==> src/sv/slcrc_pkg.sv <==
`default_nettype none

package slcrc_pkg;

  // Default number of bytes one frame may hold, sync bytes included.
  localparam int unsigned FrameCapacityDefault = 256;

  localparam logic [7:0]  SyncFirst  = 8'hAA;
  localparam logic [7:0]  SyncSecond = 8'h55;
  localparam logic [31:0] CrcPoly    = 32'hEDB88320;
  localparam logic [31:0] CrcInit    = 32'hFFFFFFFF;

  // Reset values of the configuration registers.
  localparam logic [7:0]  MinLengthReset = 8'd8;
  localparam logic [7:0]  MaxLengthReset = 8'd252;
  localparam logic [15:0] TimeoutReset   = 16'd100;

  typedef enum logic [1:0] {
    CFG_MIN_LENGTH = 2'd0,
    CFG_MAX_LENGTH = 2'd1,
    CFG_TIMEOUT    = 2'd2
  } cfg_index_e;

  typedef enum logic [1:0] {
    PH_HUNT1 = 2'd0,
    PH_HUNT2 = 2'd1,
    PH_FRAME = 2'd2
  } phase_e;

  typedef enum logic [2:0] {
    EV_NONE    = 3'd0,
    EV_OK      = 3'd1,
    EV_CRC     = 3'd2,
    EV_LEN     = 3'd3,
    EV_OVF     = 3'd4,
    EV_TIMEOUT = 3'd5
  } event_e;

  typedef struct packed {
    logic [7:0]  min_length;
    logic [7:0]  max_length;
    logic [15:0] timeout_ticks;
  } cfg_t;

  // One classified input word as it travels from the front to the back.
  typedef struct packed {
    logic       is_tick;
    logic       is_sync1;
    logic       is_sync2;
    logic [7:0] data;
  } item_t;

  typedef struct packed {
    logic       byte_valid;
    logic [7:0] byte_out;
    logic [7:0] byte_index;
    logic       frame_end;
    event_e     event_res;
  } res_t;

  // Feed one byte into a reflected CRC-32, one bit per step.
  function automatic logic [31:0] crc_byte(input logic [31:0] crc, input logic [7:0] b);
    logic [31:0] c;
    c = crc ^ {24'h0, b};
    for (int k = 0; k < 8; k++) begin
      c = c[0] ? ((c >> 1) ^ CrcPoly) : (c >> 1);
    end
    return c;
  endfunction

endpackage

`default_nettype wire

==> src/sv/slcrc_fifo.sv <==
`default_nettype none

module slcrc_fifo #(
  parameter int unsigned Width = 8
) (
  input  wire logic             clk_i,
  input  wire logic             rst_ni,
  input  wire logic             push_i,
  output logic                  full_o,
  input  wire logic [Width-1:0] data_i,
  input  wire logic             pop_i,
  output logic                  empty_o,
  output logic [Width-1:0]      data_o
);

  // Two entries, so a stall on one side does not at once halt the other.
  logic [Width-1:0] mem_q [2];
  logic             wr_ptr_q, rd_ptr_q;
  logic [1:0]       count_q;
  logic             do_push, do_pop;

  assign full_o  = (count_q == 2'd2);
  assign empty_o = (count_q == 2'd0);
  assign do_push = push_i && !full_o;
  assign do_pop  = pop_i && !empty_o;
  assign data_o  = mem_q[rd_ptr_q];

  // Storage holds payload only and needs no reset.
  always_ff @(posedge clk_i) begin
    if (do_push) begin
      mem_q[wr_ptr_q] <= data_i;
    end
  end

  // Pointers and fill count.
  always_ff @(posedge clk_i or negedge rst_ni) begin
    if (!rst_ni) begin
      wr_ptr_q <= 1'b0;
      rd_ptr_q <= 1'b0;
      count_q  <= 2'd0;
    end else begin
      if (do_push) wr_ptr_q <= ~wr_ptr_q;
      if (do_pop)  rd_ptr_q <= ~rd_ptr_q;
      case ({do_push, do_pop})
        2'b10:   count_q <= count_q + 2'd1;
        2'b01:   count_q <= count_q - 2'd1;
        default: count_q <= count_q;
      endcase
    end
  end

endmodule

`default_nettype wire

==> src/sv/slcrc_front.sv <==
`default_nettype none

module slcrc_front (
  input  wire logic          clk_i,
  input  wire logic          rst_ni,
  input  wire logic          push,
  output logic               full,
  input  wire logic          op_i,
  input  wire logic [7:0]    rx_byte_i,
  input  wire logic          item_pop_i,
  output logic               item_empty_o,
  output slcrc_pkg::item_t   item_o
);
  import slcrc_pkg::*;

  item_t item_in;

  // Classify the word: tick or byte, and which sync byte it matches.
  always_comb begin
    item_in.is_tick  = op_i;
    item_in.is_sync1 = (rx_byte_i == SyncFirst);
    item_in.is_sync2 = (rx_byte_i == SyncSecond);
    item_in.data     = rx_byte_i;
  end

  // Queue that decouples the input from the frame engine.
  slcrc_fifo #(
    .Width($bits(item_t))
  ) u_queue (
    .clk_i  (clk_i),
    .rst_ni (rst_ni),
    .push_i (push),
    .full_o (full),
    .data_i (item_in),
    .pop_i  (item_pop_i),
    .empty_o(item_empty_o),
    .data_o (item_o)
  );

endmodule

`default_nettype wire

==> src/sv/slcrc_back.sv <==
`default_nettype none

module slcrc_back #(
  parameter int unsigned FrameCapacity = slcrc_pkg::FrameCapacityDefault
) (
  input  wire logic          clk_i,
  input  wire logic          rst_ni,
  input  wire slcrc_pkg::cfg_t  cfg_i,
  input  wire logic          item_empty_i,
  input  wire slcrc_pkg::item_t item_i,
  output logic               item_pop_o,
  output logic               empty,
  input  wire logic          pop,
  output slcrc_pkg::res_t    res_o
);
  import slcrc_pkg::*;

  phase_e      phase_q, phase_d;
  logic [8:0]  count_q, count_d;
  logic [8:0]  exp_q, exp_d;
  logic [15:0] ticks_q, ticks_d;
  logic [31:0] crc_q, crc_d;
  logic [31:0] win_q, win_d;

  logic        res_full;
  res_t        res;

  logic [8:0]  cnt_inc;
  logic [31:0] win_push, crc_push;
  logic [15:0] len;
  logic        at_len, len_bad, done, crc_ok, overflow, timeout;
  logic [8:0]  exp_new;
  logic [15:0] ticks_sat;

  // An item is taken whenever a result slot is free.
  assign item_pop_o = !item_empty_i && !res_full;

  // Shifting a byte into the window; the byte that leaves feeds the CRC.
  assign cnt_inc  = count_q + 9'd1;
  assign win_push = {item_i.data, win_q[31:8]};
  assign crc_push = (count_q >= 9'd4) ? crc_byte(crc_q, win_q[7:0]) : crc_q;

  // Length check once the fourth byte is in.
  assign len      = win_push[31:16];
  assign at_len   = (cnt_inc == 9'd4);
  assign len_bad  = at_len && ((len < {8'h00, cfg_i.min_length}) ||
                               (len > {8'h00, cfg_i.max_length}));
  assign exp_new  = at_len ? ({1'b0, len[7:0]} + 9'd4) : exp_q;
  assign done     = !len_bad && (exp_new != 9'd0) && (cnt_inc >= exp_new);
  assign crc_ok   = (~crc_push == win_push);
  assign overflow = (count_q >= 9'(FrameCapacity));

  // Tick counting saturates at the top of its range.
  assign ticks_sat = (&ticks_q) ? ticks_q : ticks_q + 16'd1;
  assign timeout   = (ticks_sat > cfg_i.timeout_ticks);

  // Next state of the frame engine.
  always_comb begin
    phase_d = phase_q;
    count_d = count_q;
    exp_d   = exp_q;
    ticks_d = ticks_q;
    crc_d   = crc_q;
    win_d   = win_q;
    if (item_pop_o) begin
      if (item_i.is_tick) begin
        if (phase_q != PH_HUNT1) begin
          if (timeout) begin
            phase_d = PH_HUNT1;
            count_d = 9'd0;
            exp_d   = 9'd0;
            ticks_d = 16'd0;
            crc_d   = CrcInit;
            win_d   = 32'h0;
          end else begin
            ticks_d = ticks_sat;
          end
        end
      end else begin
        unique case (phase_q)
          PH_HUNT1: begin
            if (item_i.is_sync1) begin
              phase_d = PH_HUNT2;
              count_d = 9'd1;
              exp_d   = 9'd0;
              ticks_d = 16'd0;
              crc_d   = CrcInit;
              win_d   = {SyncFirst, 24'h0};
            end
          end
          PH_HUNT2: begin
            if (item_i.is_sync2) begin
              phase_d = PH_FRAME;
              count_d = cnt_inc;
              crc_d   = crc_push;
              win_d   = win_push;
            end else if (item_i.is_sync1) begin
              phase_d = PH_HUNT2;
              count_d = 9'd1;
              exp_d   = 9'd0;
              ticks_d = 16'd0;
              crc_d   = CrcInit;
              win_d   = {SyncFirst, 24'h0};
            end else begin
              phase_d = PH_HUNT1;
              count_d = 9'd0;
              exp_d   = 9'd0;
              ticks_d = 16'd0;
              crc_d   = CrcInit;
              win_d   = 32'h0;
            end
          end
          PH_FRAME: begin
            if (overflow || len_bad || done) begin
              phase_d = PH_HUNT1;
              count_d = 9'd0;
              exp_d   = 9'd0;
              ticks_d = 16'd0;
              crc_d   = CrcInit;
              win_d   = 32'h0;
            end else begin
              count_d = cnt_inc;
              exp_d   = exp_new;
              crc_d   = crc_push;
              win_d   = win_push;
            end
          end
          default: begin
            phase_d = PH_HUNT1;
          end
        endcase
      end
    end
  end

  // Result word for the item being taken.
  always_comb begin
    res = '{byte_valid: 1'b0, byte_out: 8'h00, byte_index: 8'h00,
            frame_end: 1'b0, event_res: EV_NONE};
    if (item_i.is_tick) begin
      if ((phase_q != PH_HUNT1) && timeout) begin
        res.frame_end = 1'b1;
        res.event_res = EV_TIMEOUT;
      end
    end else begin
      unique case (phase_q)
        PH_HUNT1: begin
          if (item_i.is_sync1) begin
            res.byte_valid = 1'b1;
            res.byte_out   = item_i.data;
          end
        end
        PH_HUNT2: begin
          if (item_i.is_sync2) begin
            res.byte_valid = 1'b1;
            res.byte_out   = item_i.data;
            res.byte_index = 8'd1;
          end else if (item_i.is_sync1) begin
            res.byte_valid = 1'b1;
            res.byte_out   = item_i.data;
          end
        end
        PH_FRAME: begin
          if (overflow) begin
            res.frame_end = 1'b1;
            res.event_res = EV_OVF;
          end else begin
            res.byte_valid = 1'b1;
            res.byte_out   = item_i.data;
            res.byte_index = count_q[7:0];
            if (len_bad) begin
              res.frame_end = 1'b1;
              res.event_res = EV_LEN;
            end else if (done) begin
              res.frame_end = 1'b1;
              res.event_res = crc_ok ? EV_OK : EV_CRC;
            end
          end
        end
        default: begin
          res.byte_valid = 1'b0;
        end
      endcase
    end
  end

  // Frame state registers.
  always_ff @(posedge clk_i or negedge rst_ni) begin
    if (!rst_ni) begin
      phase_q <= PH_HUNT1;
      count_q <= 9'd0;
      exp_q   <= 9'd0;
      ticks_q <= 16'd0;
      crc_q   <= CrcInit;
      win_q   <= 32'h0;
    end else begin
      phase_q <= phase_d;
      count_q <= count_d;
      exp_q   <= exp_d;
      ticks_q <= ticks_d;
      crc_q   <= crc_d;
      win_q   <= win_d;
    end
  end

  // Result queue toward the receiver.
  slcrc_fifo #(
    .Width($bits(res_t))
  ) u_res_queue (
    .clk_i  (clk_i),
    .rst_ni (rst_ni),
    .push_i (item_pop_o),
    .full_o (res_full),
    .data_i (res),
    .pop_i  (pop),
    .empty_o(empty),
    .data_o (res_o)
  );

`ifndef SYNTHESIS
  a_end_has_event: assert property (@(posedge clk_i) disable iff (!rst_ni)
    item_pop_o |-> (res.frame_end == (res.event_res != EV_NONE)))
    else $error("frame end and event code disagree");

  a_hunt1_clear: assert property (@(posedge clk_i) disable iff (!rst_ni)
    (phase_q == PH_HUNT1) |-> (count_q == 9'd0 && ticks_q == 16'd0))
    else $error("hunt state holds stale frame data");

  a_hunt2_count: assert property (@(posedge clk_i) disable iff (!rst_ni)
    (phase_q == PH_HUNT2) |-> (count_q == 9'd1))
    else $error("byte count wrong while waiting for second sync byte");

  a_frame_count: assert property (@(posedge clk_i) disable iff (!rst_ni)
    (phase_q == PH_FRAME) |-> (count_q >= 9'd2 && count_q <= 9'(FrameCapacity)))
    else $error("byte count out of range inside a frame");

  a_end_returns: assert property (@(posedge clk_i) disable iff (!rst_ni)
    (item_pop_o && res.frame_end) |=> (phase_q == PH_HUNT1))
    else $error("frame end did not return to the hunt");
`endif

endmodule

`default_nettype wire

==> src/sv/sync_length_crc32_frame_receiver_unit.sv <==
// Frame receiver for a byte-serial link with sync pair, length field and CRC-32.
// Input channel: push a word with op_i = 0 for a received byte on rx_byte_i, or
// op_i = 1 for a one millisecond tick. A word is taken when push is high and
// full is low. Every word yields exactly one result word, in order.
// Result channel: while empty is low the oldest result sits on byte_valid_o,
// byte_out_o, byte_index_o, frame_end_o and event_res_o; pop takes it.
// Configuration: cfg_we_i writes cfg_wdata_i into register cfg_index_i
// (0 min length, 1 max length, 2 timeout ticks) at once; write only when idle.
// A word passes through the input queue and then the frame engine, which
// writes the result queue. Throughput is one word per cycle while results
// are popped, as the frame engine handles each word with its byte-wide CRC.
// When the receiver stalls, the two-entry result queue fills, the engine holds,
// the input queue fills and full rises; no word is lost.
// Reset empties both queues, restores the register defaults (8, 252, 100) and
// returns the engine to hunting the first sync byte.
`default_nettype none

module sync_length_crc32_frame_receiver_unit #(
  parameter int unsigned FRAME_CAPACITY = slcrc_pkg::FrameCapacityDefault
) (
  input  wire logic        clk_i,
  input  wire logic        rst_ni,
  input  wire logic        cfg_we_i,
  input  wire logic [1:0]  cfg_index_i,
  input  wire logic [15:0] cfg_wdata_i,
  input  wire logic        push,
  output logic             full,
  input  wire logic        op_i,
  input  wire logic [7:0]  rx_byte_i,
  output logic             empty,
  input  wire logic        pop,
  output logic             byte_valid_o,
  output logic [7:0]       byte_out_o,
  output logic [7:0]       byte_index_o,
  output logic             frame_end_o,
  output logic [2:0]       event_res_o
);
  import slcrc_pkg::*;

  cfg_t  cfg_q;
  item_t item;
  logic  item_empty, item_pop;
  res_t  res;

  // Configuration registers.
  always_ff @(posedge clk_i or negedge rst_ni) begin
    if (!rst_ni) begin
      cfg_q.min_length    <= MinLengthReset;
      cfg_q.max_length    <= MaxLengthReset;
      cfg_q.timeout_ticks <= TimeoutReset;
    end else if (cfg_we_i) begin
      case (cfg_index_i)
        CFG_MIN_LENGTH: cfg_q.min_length    <= cfg_wdata_i[7:0];
        CFG_MAX_LENGTH: cfg_q.max_length    <= cfg_wdata_i[7:0];
        CFG_TIMEOUT:    cfg_q.timeout_ticks <= cfg_wdata_i;
        default:        cfg_q               <= cfg_q;
      endcase
    end
  end

  slcrc_front u_front (
    .clk_i       (clk_i),
    .rst_ni      (rst_ni),
    .push        (push),
    .full        (full),
    .op_i        (op_i),
    .rx_byte_i   (rx_byte_i),
    .item_pop_i  (item_pop),
    .item_empty_o(item_empty),
    .item_o      (item)
  );

  slcrc_back #(
    .FrameCapacity(FRAME_CAPACITY)
  ) u_back (
    .clk_i       (clk_i),
    .rst_ni      (rst_ni),
    .cfg_i       (cfg_q),
    .item_empty_i(item_empty),
    .item_i      (item),
    .item_pop_o  (item_pop),
    .empty       (empty),
    .pop         (pop),
    .res_o       (res)
  );

  // Result fields onto their ports.
  assign byte_valid_o = res.byte_valid;
  assign byte_out_o   = res.byte_out;
  assign byte_index_o = res.byte_index;
  assign frame_end_o  = res.frame_end;
  assign event_res_o  = res.event_res;

endmodule

`default_nettype wire

==> config.mk <==
export PLATFORM = sky130hd
export DESIGN_NAME = sync_length_crc32_frame_receiver_unit
export DESIGN_NICKNAME = d
export VERILOG_FILES = /design/src/sv/slcrc_pkg.sv /design/src/sv/slcrc_fifo.sv /design/src/sv/slcrc_front.sv /design/src/sv/slcrc_back.sv /design/src/sv/sync_length_crc32_frame_receiver_unit.sv
export SDC_FILE = /design/constraint.sdc
export NUM_CORES = 1
export LEC_CHECK = 0
export BUFFER_PORTS_ARGS = -buffer_cell sky130_fd_sc_hd__buf_2
export CAP_MARGIN = 30
export CELL_PAD_IN_SITES_DETAIL_PLACEMENT = 1
export CELL_PAD_IN_SITES_GLOBAL_PLACEMENT = 2
export CORE_UTILIZATION = 40
export DETAILED_ROUTE_END_ITERATION = 16
export GPL_TIMING_DRIVEN = 0
export PLACE_DENSITY_LB_ADDON = 0.1
export SLEW_MARGIN = 0
export SYNTH_ARGS = -nofsm -noshare
export SYNTH_HDL_FRONTEND = slang
export SYNTH_SLANG_ARGS = --single-unit
==> constraint.sdc <==
create_clock -name clk_i -period 11.5 [get_ports clk_i]
set_clock_uncertainty 0.2 [all_clocks]
set_input_delay 0 -clock clk_i [delete_from_list [all_inputs] [get_ports clk_i]]
set_output_delay 0 -clock clk_i [all_outputs]
set_load 0.05 [all_outputs]
Word level (Yosys, flattened, before mapping)

Memories as Yosys holds them, arrays and structs flattened.
Index checks and enable logic that the tools add are counted.

Latch bits: 0
Memory bits (read-only): 0
Memory bits (writable): 64
Memories: 2
Input port bits: 32
Register bits: 140

Memories:

| memory                   | depth | width | read ports | clocked after memory_dff | wr ports | line             | source |
|---|---|---|---|---|---|---|---|
| u_back.u_res_queue.mem_q | 2     | 21    | 1          | 0                        | 1        | slcrc_fifo.sv:17 | `logic [Width-1:0] mem_q [2];` |
| u_front.u_queue.mem_q    | 2     | 11    | 1          | 0                        | 1        | slcrc_fifo.sv:17 |  |

Muxes and demuxes: 75
Reduce and logical (&&, ||, !) cells: 34
Equality and inequality tests: 19
Order comparisons: 6
Add/sub/neg operators: 7
Shifts and indexed selects: 0
Bitwise operators: 14
Div/mod/pow operators: 0
Multipliers: 0

Operators with widths:

| kind                  | number |
|---|---|
| $mux 32               | 22 |
| $pmux 32 s3           | 2 |
| $mux 9                | 13 |
| $mux 16               | 7 |
| $not 13->14           | 8 |
| $pmux 9 s3            | 2 |
| $pmux 16 s3           | 1 |
| $mux 17               | 2 |
| $eq 32x32->1          | 1 |
| $not 32->32           | 1 |
| $xor 32x8->32         | 1 |
| $mux 4                | 6 |
| $pmux 8 s3            | 1 |
| $add 16x1->16 const B | 1 |
| $gt 16x16->1          | 1 |
| $gt 16x8->1           | 1 |
| $lt 16x8->1           | 1 |
| $pmux 8 s2            | 1 |
| $reduce_and 16->1     | 1 |
| $mux 2                | 7 |
| $eq 2x2->1 const B    | 6 |
| $reduce_and 6->1      | 2 |
| $reduce_and 5->1      | 2 |
| $add 8x3->9 const B   | 1 |
| 26 further kinds      | 64 |

Depth between registers and ports, before layout

Gate-level depths: netlist of run 1.

Depth in word-level cells: 26
Gate-level depth with buffers: 20
Depth with buffers taken out: 18

Hierarchy

From an unflattened synthesis of run 1, not the netlist that was laid out.

Cells, all modules: 1228
Area, all modules: 12801.0 um^2

Modules (own cells, without submodules):

| module                                | instances | cells an instance | area each (um^2) |
|---|---|---|---|
| slcrc_back                            | 1         | 1019              | 8808.4 |
| slcrc_fifo at u_back.u_res_queue      | 1         | 83                | 1716.6 |
| sync_length_crc32_frame_receiver_unit | 1         | 68                | 1234.9 |
| slcrc_fifo at u_front.u_queue         | 1         | 52                | 988.4 |
| slcrc_front                           | 1         | 6                 | 52.6 |

Worst setup path before layout of run 1

No wires, ideal clock.

Path kind: register to register
Start: reg u_back.ticks_q[0]
End: reg u_back.ticks_q[8]
Data required time: 11.237 ns
Path buffers: 1
Cell stages (with the launch flop): 20
Arrival: 4.308 ns
Path slack: 6.928 ns
Path through: dfrtp_1 -> ha_1 -> nand3_1 -> nor4_1 -> nand4_1 -> clkbuf_1 -> nor2b_1 -> nand4_1 -> nor2_1 -> xnor2_1 -> ha_1 -> a21o_1 -> a21o_1 -> a21oi_1 -> nor2_1 -> o41ai_1 -> nand2_1 -> nor2_1 -> a21oi_1 -> o21ba_2

Cells in the longest elaborated chain, start to end: 6

RTL lines:

| item                                                      | line              | source |
|---|---|---|
| start: declaration                                        | slcrc_back.sv:21  | `logic [15:0] ticks_q, ticks_d;` |
| start signal: assignment                                  | slcrc_back.sv:200 | `ticks_q <= ticks_d;` |
| $add 16x1->16 / $reduce_and 16->1 (equally long branches) | slcrc_back.sv:54  | `assign ticks_sat = (&ticks_q) ? ticks_q : ticks_q + 16'd1;` |
| $mux 16 (*)                                               | slcrc_back.sv:54  |  |
| $gt 16x16->1                                              | slcrc_back.sv:55  | `assign timeout = (ticks_sat > cfg_i.timeout_ticks);` |
| $mux 16 (*)                                               | slcrc_back.sv:68  | `if (timeout) begin` |
| $mux 16 (*)                                               | slcrc_back.sv:67  | `if (phase_q != PH_HUNT1) begin` |
| $mux 16 (*)                                               | slcrc_back.sv:66  | `if (item_i.is_tick) begin` |

Every way passes the cells marked *; elsewhere a longest branch is shown, timed or not. The select of a mux whose other input is x is not followed.
A chain may end at the register's enable or synchronous reset.

Final worst setup path of run 1

Start: reg u_back.ticks_q[0]
End: reg u_back.win_q[31]

Cells in the longest elaborated chain, start to end: 5

RTL lines:

| item                                                      | line              | source |
|---|---|---|
| $add 16x1->16 / $reduce_and 16->1 (equally long branches) | slcrc_back.sv:54  |  |
| $mux 16 (*)                                               | slcrc_back.sv:54  |  |
| $gt 16x16->1 (*)                                          | slcrc_back.sv:55  |  |
| $ne 2x1->1 (no line) (*)                                  | n/a               |  |
| $reduce_and 5->1 (no line) (*)                            | n/a               |  |
| end signal: assignment                                    | slcrc_back.sv:202 | `win_q <= win_d;` |
| end: declaration                                          | slcrc_back.sv:23  | `logic [31:0] win_q, win_d;` |

Every way passes the cells marked *; elsewhere a longest branch is shown, timed or not.

==> run_results.csv, run 1 <==
group,metric,value,unit
global_routing,grt_max_degree,74,
detailed_routing,wl,39.39,mm
cts,tritoncts,"done",
setup_path,path_class,"flip-flop to flip-flop",
setup_path,path_cells,"ha_1 > nand3_1 > nor4_1 > nand4_1 > clkbuf_1 > nor2b_1 > nand4_1 > nor2_1 > xnor2_1 > ha_1 > a21o_1 > a21o_1 > a21oi_1 > nor2_1 > o41ai_1 > clkdlybuf4s18_2 > nand2_1 > nand2_1 > clkbuf_1 > a21oi_1 > o31ai_1",
sta,fin_crit_sh,49.28,%
logic_synthesis,syn_area_per_cell,10.25,µm²
setup_path,arrival,5.89,ns
logic_synthesis,synth-main-ff-cell,"dfrtp_1",
power,worst_ir_drop_vdd,0.1812,mV
logic_synthesis,syn_nets,1279,
setup_path,required,11.73,ns
power,p_total,0.004064,W
run_status,outcome,"finished clean",
sta,grt_setup_unrepaired,"no",
setup_path,crit_family,"simple AND/OR/NAND/NOR gates",
hold_path,min_path_type,"input port to flip-flop",
layout,antennaDiodeCount,0,
sta,slew_violations,0,
logic_synthesis,yosys_warnings,0,
sta,tightestPinTransition,0.9052,ns
detailed_routing,vias,9711,
cts,numCtsBuffers,25,
layout,drive_gt1_share,17.63,%
logic_synthesis,ys_seq_area_share,44.62,%
floorplan,dieWidth,177.2,µm
floorplan,die_area,31400,µm²
place,port_buffers,54,
logic_synthesis,ys_ff_latch,204,
logic_synthesis,yosysUniqueCellTypes,76,
logic_synthesis,synth_area_leaders,"dfrtp_1 (20%), edfxtp_1 (16%), dfstp_2 (9.0%), xnor2_1 (5.1%), ha_1 (5.0%)",
logic_synthesis,syn_area,12280,µm²
global_routing,grt.met3_usage,3.265,%
floorplan,ioPinCount,55,
floorplan,num_rows,63,
global_routing,antenna_found_initial,0,
global_routing,met1_usage,34.52,%
sta,fin_tns_setup,0,ns
logic_synthesis,syn_inst,1198,
global_routing,grt_remaining_overflow,0,
floorplan,core-area,29950,µm²
global_routing,first_global_vias,10360,
layout,nNetsFinal,1419,
power,p_per_area,278.1,nW/µm²
setup_path,slowest_stage,"clkbuf_1",
setup_path,path_max_fanout,10,
detailed_routing,drt-wirelength-per-cell,22.56,µm
cts,root_buffer,"clkbuf_16",
global_routing,top_usage_layer,"met2",
job,cap_violations,0,
sta,clock.fmax,176.4,MHz
sta,hold_viol,0,
detailed_routing,drt-vias-per-instance,5.562,
sta,post-route-min-period,5.667,ns
logic_synthesis,yosys.area.top_type,"dfrtp_1",
global_routing,grt_pass1_wl,61.78,mm
cts,htreeDepth,1,
cts,cts_sinks,204,
setup_path,cpPeakStageDelay,0.53,ns
setup_path,cp.buffers_inverters,3,
global_routing,grt_use_total,25.99,%
cts,clk_pin_slew_worst_paths,0.06,ns
detailed_routing,drtIter0Drc,491,
place,dp_hpwl,28.50,mm
detailed_routing,ant_nets,0,
sta,setup_viol,0,
layout,filler_cell_count,3354,
power,p_leak,6.102,nW
sta,slew-limit-headroom,38.89,%
detailed_routing,drc_errors,0,
logic_synthesis,synthTopCellsByCount,"dfrtp_1 (98), nand2_1 (98), o21ai_0 (91)",
layout,area_growth,19.03,%
setup_path,cp-end-kind,"flip-flop",
place,gp_congestion,0.8846,
cts,clk_latency,0.53,ns
logic_synthesis,synth_edf_count,64,
floorplan,die_y,177.2,µm
detailed_routing,first_pass_iters,4,
logic_synthesis,async_flop_share,68.63,%
logic_synthesis,synth.top_cell.area_share,19.98,%
cts,clockBufferDepth,3,
setup_path,critPathLaunchType,"flip-flop",
global_routing,grt_use_met2,44.14,%
floorplan,initial_core_util,40.99,%
[power by group]
group	total [W]	switching, W	leakage (nW)	internal [W]
clock network	0.000890	0.000324	0.442	0.000566
logic	0.00198	0.00124	3.31	0.000741
registers	0.00120	0.000185	2.35	0.00101
[path summary, 6_finish.rpt]
path,start,to,slack (ns),cells past startpoint
max,u_back.ticks_q[0],u_back.win_q[31],5.83,21
min,rx_byte_i[3],u_front.u_queue.mem_q[1][3],0.02,2
max reg2reg,u_back.ticks_q[0],u_back.win_q[31],5.83,21
min reg2reg,u_front.u_queue.wr_ptr_q,u_front.u_queue.wr_ptr_q,0.30,1
max in group asynchronous,rst_ni,u_back.crc_q[27],10.14,4
min in group asynchronous,rst_ni,u_back.crc_q[13],0.49,3
[layout make-up]
cell class | instances | area, µm² | area share, %
Buffer | 54 | 226.5 | 1.550
Clock buffer | 30 | 664.4 | 4.547
Clock inverter | 15 | 251.5 | 1.721
Inverter | 68 | 255.2 | 1.747
Multi-Input combinational cell | 872 | 6320 | 43.25
Sequential cell | 204 | 5478 | 37.49
Tap cell | 390 | 488.0 | 3.339
Timing Repair Buffer | 113 | 929.6 | 6.362
[stage by stage]
| step | hold slack, ns | cells | cell area (µm²) | setup WS, ns | util, % |
|---|---|---|---|---|---|
| floorplan | -0.4956 | 1198 | 12280 | 6.928 | - |
| global placement | -0.007757 | 1642 | 13040 | 5.163 | 43.52 |
| finish | 0.02103 | 1746 | 14610 | 5.833 | 48.78 |
| global route | 0.02217 | 1746 | 14610 | 5.190 | 48.78 |
| CTS | 0.001327 | 1744 | 14590 | 5.747 | 48.72 |
| detailed placement | -0.1346 | 1649 | 13160 | 5.793 | 43.93 |
[cell usage in the layout (no fill, tap or decap), types with 10 or more instances in the layout]
cell,instances
mux2i_1,21
nor2_1,84
clkbuf_1,45
mux2_2,54
o21ai_0,91
nand4_1,16
xnor2_4,10
o21ai_1,10
and3_1,21
clkbuf_16,25
buf_2,60
dlygate4sd3_1,49
ha_1,49
nand3_1,28
dfrtp_1,98
inv_1,68
nand2_1,98
a31oi_1,19
dfstp_2,42
xor2_1,41
o31ai_1,11
a22o_1,28
a21oi_1,71
nor3_1,14
xnor2_1,71
edfxtp_1,64
[repair_timing]
action / CTS / global route
buffers inserted: 0 / 0
endpoints found under the setup margin: 0 / 0
hold endpoints to repair: 190 / 0
gates resized for setup: 0 / 0
hold buffers: 50 / 0
[flip-flops by register name, indices dropped and copies added, names as in the netlist]
signal,count
cfg_q,32
u_back.count_q,9
u_back.crc_q,32
u_back.exp_q,9
u_back.phase_q,2
u_back.ticks_q,16
u_back.u_res_queue.count_q,2
u_back.u_res_queue.mem_q,42
u_back.u_res_queue.rd_ptr_q,1
u_back.u_res_queue.wr_ptr_q,1
u_back.win_q,32
u_front.u_queue.count_q,2
u_front.u_queue.mem_q,22
u_front.u_queue.rd_ptr_q,1
u_front.u_queue.wr_ptr_q,1
[cell families after synthesis]
kind of cell | count (synthesis) | share of synthesized area [%]
AOI/OAI and AO/OA | 299 | 15.38
xor gates and xnor gates | 133 | 11.93
adders and majority gates | 49 | 4.994
buffers and inverters | 122 | 3.924
DFF | 204 | 44.62
muxes | 78 | 7.032
and+or+nand+nor | 313 | 12.12
[layer usage]
| layer | wire [µm] | vias to the layer above |
|---|---|---|
| met1 | 18040 | 4927 |
| met2 | 18890 | 153 |
| met3 | 1284 | 61 |
| li1 | - | 4570 |
| met5 | 0 | - |
| met4 | 1176 | 0 |
Note: power is estimated with default switching activity, not from simulation.
==> inputs of run 2 (changes only) <==
- clock period: 11.5 -> 5.9 ns (I/O delays scaled with it)
==> run_results.csv, run 2 (synthesis results as in run 1) <==
group,metric,value,unit
layout,filler_cell_count,3357,
floorplan,ioPinCount,55,
place,gp_congestion,0.8846,
cts,clockBufferDepth,3,
sta,grt_setup_unrepaired,"no",
cts,post_cts_buffers,0,
cts,clk_pin_slew_worst_paths,0.06,ns
power,worst_ir_drop_vdd,0.3545,mV
floorplan,die_y,177.2,µm
setup_path,cp.buffers_inverters,3,
setup_path,path_class,"flip-flop to flip-flop",
sta,fin_tns_setup,0,ns
floorplan,die_area,31400,µm²
detailed_routing,drt-wirelength-per-cell,22.62,µm
detailed_routing,vias,9715,
global_routing,antenna_found_initial,0,
power,intPower,0.004523,W
job,cap_violations,0,
layout,area_growth,19.15,%
detailed_routing,wl,39.49,mm
cts,root_buffer,"clkbuf_16",
setup_path,critPathLaunchType,"flip-flop",
power,clockPowerShare,21.9,%
power,power.switching,0.003408,W
cts,clk_latency,0.53,ns
floorplan,dieWidth,177.2,µm
global_routing,grt_max_degree,74,
floorplan,initial_core_util,40.99,%
detailed_routing,first_pass_iters,5,
place,port_buffers,54,
detailed_routing,drt-vias-per-instance,5.564,
layout,largest_reg_flops,42,
power,p_per_area,542.2,nW/µm²
layout,regMostFlops,"u_back.u_res_queue.mem_q",
cts,tritoncts,"done",
global_routing,grt_remaining_overflow,0,
floorplan,core-area,29950,µm²
power,p_leak,6.115,nW
setup_path,path_cells,"ha_1 > nand3_1 > nor4_2 > nand4_1 > clkbuf_2 > nor2b_1 > nand4_1 > nor2_1 > xnor2_1 > ha_1 > a21o_1 > a21o_1 > a21oi_1 > nor2_1 > o41ai_1 > clkdlybuf4s18_2 > nand2_1 > nand2_1 > clkbuf_2 > a21oi_1 > o31ai_1",
sta,setup_viol,0,
sta,clock.fmax,189.6,MHz
layout,final_cell_mix,"nand2_1 (98), dfrtp_1 (98), o21ai_0 (91)",
place,dp_hpwl,28.50,mm
global_routing,grt_pass1_wl,61.78,mm
detailed_routing,drtIter0Drc,523,
layout,drive_gt1_share,18.14,%
sta,fin_crit_sh,89.38,%
sta,post-route-min-period,5.273,ns
cts,numCtsBuffers,25,
sta,slew_violations,0,
power,sw_frac_of_total,42.97,%
power,combPwrFrac,48.7,%
setup_path,cpPeakStageDelay,0.46,ns
cts,cts_sinks,204,
setup_path,cp-end-kind,"flip-flop",
layout,nNetsFinal,1419,
setup_path,crit_family,"simple AND/OR/NAND/NOR gates",
setup_path,arrival,5.50,ns
run_status,outcome,"finished clean",
setup_path,path_max_fanout,10,
sta,slew-limit-headroom,30.51,%
sta,hold_viol,0,
cts,htreeDepth,1,
setup_path,required,6.13,ns
detailed_routing,drc_errors,0,
layout,antennaDiodeCount,0,
floorplan,num_rows,63,
detailed_routing,ant_nets,0,
global_routing,first_global_vias,10360,
hold_path,min_path_type,"input port to flip-flop",
power,p_total,0.007932,W
power,seq_power_share,29.4,%
global_routing,grt_use_total,25.99,%
setup_path,slowest_stage,"dfrtp_1",
sta,tightestPinTransition,1.029,ns
## run 2: through the flow
stage / area [µm²] / std cells / hold slack, ns / utilization, % / worst slack [ns]
2_1_floorplan: 12280 / 1198 / -0.4956 / - / 1.328
3_3_place_gp: 13040 / 1642 / -0.007757 / 43.52 / -0.4365
3_5_place_dp: 13160 / 1649 / -0.1346 / 43.93 / 0.1932
4_1_cts: 14590 / 1744 / 0.001327 / 48.72 / 0.1465
5_1_grt: 14630 / 1746 / 0.02217 / 48.83 / 0.07088
6_report: 14630 / 1746 / 0.01879 / 48.83 / 0.6269
## run 2: worst reg2reg max path, delay by kind of cell, from the launching register on
family	cells	cell delay [ns]
AOI/OAI and AO/OA	6	1.14
and+or+nand+nor	9	1.79
xor gates and xnor gates	1	0.14
buffers and inverters	3	0.93
DFF	1	0.46
adders and majority gates	2	0.52
## run 2: cell type report
cell class | count | area [µm²] | area share, %
Sequential cell | 204 | 5478 | 37.45
Clock inverter | 15 | 251.5 | 1.719
Buffer | 54 | 232.7 | 1.591
Timing Repair Buffer | 113 | 929.6 | 6.355
Tap cell | 390 | 488.0 | 3.336
Clock buffer | 30 | 664.4 | 4.542
Multi-Input combinational cell | 872 | 6329 | 43.26
Inverter | 68 | 255.2 | 1.745
## run 2: path summary, 6_finish.rpt
kind                                               start                     endpoint  slack (ns)  cells past startpoint
worst max-delay path                   u_back.ticks_q[0]             u_back.win_q[31]        0.63                     21
max in group asynchronous                         rst_ni             u_back.crc_q[27]        4.53                      4
worst max register to register         u_back.ticks_q[0]             u_back.win_q[31]        0.63                     21
min in group asynchronous                         rst_ni             u_back.crc_q[13]        0.49                      3
worst min-delay path                        rx_byte_i[3]  u_front.u_queue.mem_q[1][3]        0.02                      2
worst min register to register  u_front.u_queue.wr_ptr_q     u_front.u_queue.wr_ptr_q        0.30                      1
## run 2: metal layers
metal  GRT usage, %  up-vias  wire, µm
met5              0        -         0
met4          7.364        0      1174
met3          3.265       61      1322
met2          44.14      168     18980
met1          34.52     4916     18010
li1               -     4570         -
## run 2: power groups by stage
stage               Clock (W)  Combinational (W)  Sequential [W]
detailed placement          0            0.00381         0.00236
CTS                   0.00178            0.00387         0.00234
global route          0.00182            0.00419         0.00238
finish                0.00174            0.00386         0.00233
global placement            0            0.00367         0.00235
floorplan                   0            0.00275         0.00221
## run 2: what timing repair did
item / in CTS / in global routing
resized for setup: 0 / 12
endpoints found under the setup margin: 0 / 66
hold buffers: 50 / 0
hold endpoints to repair: 190 / 0
==> inputs of run 3 (changes only) <==
- CELL_PAD_IN_SITES_GLOBAL_PLACEMENT: 2 -> 1
==> run_results.csv, run 3 (synthesis results as in run 1) <==
group,metric,value,unit
detailed_routing,first_pass_iters,7,
sta,slew_violations,0,
floorplan,die_y,177.2,µm
layout,final_util,48.45,%
cts,clockBufferDepth,3,
global_routing,first_global_vias,10280,
setup_path,cp-end-kind,"flip-flop",
detailed_routing,drtIter0Drc,426,
setup_path,arrival,5.54,ns
setup_path,r2r_start,"u_back.ticks_q[0]",
sta,hold_viol,0,
power,p_leak,6.035,nW
cts,htreeDepth,1,
layout,nNetsFinal,1415,
detailed_routing,drt-wirelength-per-cell,22.28,µm
sta,slew-limit-headroom,28.12,%
floorplan,initial_core_util,40.99,%
place,dp_hpwl,28.03,mm
cts,clk_pin_slew_worst_paths,0.06,ns
cts,tritoncts,"done",
cts,root_buffer,"clkbuf_16",
detailed_routing,wl,38.81,mm
sta,post-route-min-period,5.313,ns
sta,grt_setup_unrepaired,"no",
floorplan,ioPinCount,55,
hold_path,holdPathStages,2,
global_routing,antenna_found_initial,0,
setup_path,required,6.12,ns
sta,fin_crit_sh,90.04,%
cts,cts_sinks,204,
layout,final_cell_mix,"nand2_1 (98), dfrtp_1 (98), o21ai_0 (91)",
setup_path,path_class,"flip-flop to flip-flop",
global_routing,grt_max_degree,77,
sta,setup_viol,0,
layout,area_growth,18.22,%
global_routing,grt_remaining_overflow,0,
layout,drive_gt1_share,18.27,%
cts,clk_latency,0.53,ns
setup_path,rrSetupSlack,0.59,ns
hold_path,hp-start,"rx_byte_i[1]",
layout,antennaDiodeCount,0,
power,p_per_area,536.8,nW/µm²
power,p_total,0.007791,W
sta,tightestPinTransition,1.048,ns
global_routing,grt_use_total,25.55,%
hold_path,min_path_type,"input port to flip-flop",
place,port_buffers,54,
sta,clock.fmax,188.2,MHz
detailed_routing,drc_errors,0,
layout,largest_reg_flops,42,
floorplan,num_rows,63,
floorplan,dieWidth,177.2,µm
floorplan,die_area,31400,µm²
global_routing,grt_pass1_wl,60.76,mm
setup_path,critPathLaunchType,"flip-flop",
setup_path,r2r_end,"u_back.win_q[29]",
detailed_routing,ant_nets,0,
layout,regMostFlops,"u_back.u_res_queue.mem_q",
hold_path,hold_end,"u_front.u_queue.mem_q[0][1]",
setup_path,path_max_fanout,10,
floorplan,core-area,29950,µm²
cts,numCtsBuffers,25,
run_status,outcome,"finished clean",
setup_path,reg2regPathDepth,21,
sta,whs,0.01338,ns
detailed_routing,drt-vias-per-instance,5.568,
place,gp_congestion,0.9211,
power,worst_ir_drop_vdd,0.2996,mV
job,cap_violations,0,
detailed_routing,vias,9699,
[run 3: worst max-delay path, stage by stage, from the launching register on]
cell,delay (ns)
dfrtp_1,0.45
ha_1,0.25
nand3_1,0.15
nor4_2,0.08
nand4_1,0.11
clkbuf_1,0.43
nor2b_1,0.29
nand4_1,0.21
nor2_1,0.26
xnor2_1,0.16
ha_1,0.26
a21o_1,0.16
a21o_1,0.16
a21oi_1,0.19
nor2_1,0.06
o41ai_1,0.38
buf_2,0.23
nand2_1,0.21
nand2_1,0.36
clkbuf_2,0.37
a21oi_1,0.12
o31ai_1,0.10
[run 3: report_power, final]
| part | internal (W) | total, W | leakage, nW | switching [W] |
|---|---|---|---|---|
| clock | 0.000997 | 0.00164 | 0.411 | 0.000639 |
| sequential | 0.00197 | 0.00234 | 2.35 | 0.000366 |
| combinational | 0.00142 | 0.00382 | 3.27 | 0.00240 |
[run 3: how the worst max path moves through the flow]
stage | slack [ns] | cells after the start | startpoint | to
after floorplan | 1.33 | 19 | u_back.ticks_q[0] | u_back.ticks_q[8]
after global placement | -0.45 | 20 | u_back.ticks_q[0] | u_back.win_q[29]
after detailed placement | 0.25 | 21 | u_back.ticks_q[0] | u_back.win_q[29]
after CTS | 0.20 | 21 | u_back.ticks_q[0] | u_back.win_q[29]
after global routing | 0.05 | 21 | u_back.ticks_q[0] | u_back.win_q[28]
final | 0.59 | 21 | u_back.ticks_q[0] | u_back.win_q[29]
[run 3: repair_timing]
item | 4_1_cts | 5_1_grt
buffers inserted | 0 | 0
endpoints found under the setup margin | 0 | 50
endpoints found under the hold margin | 188 | 0
hold buffers | 49 | 0
resized for setup | 0 | 10
[run 3: area by class of cell]
type	count	area, µm²
plain buffers	54	231.5
clock buffers	26	629.4
clock inverters	19	241.5
fillers	3334	15440
inverters	68	255.2
multi-input cells	872	6329
flip-flops and latches	204	5478
well taps	390	488.0
repair buffers	109	862.1
[run 3: per-layer routing]
layer	up-vias	wire [µm]	track usage, %
met4	0	1208	7.687
li1	4576	-	-
met1	4884	17810	34.15
met3	61	1422	3.716
met5	-	0	0
met2	178	18370	42.58
[run 3: metrics by stage]
step	instance area, µm²	TNS (ns)	setup WS [ns]	std cells
floorplan	12280	0	1.328	1198
global placement	13040	-14.34	-0.4480	1642
detailed placement	13120	0	0.2470	1648
CTS	14500	0	0.2042	1742
global route	14510	0	0.05477	1742
finish	14510	0	0.5873	1742
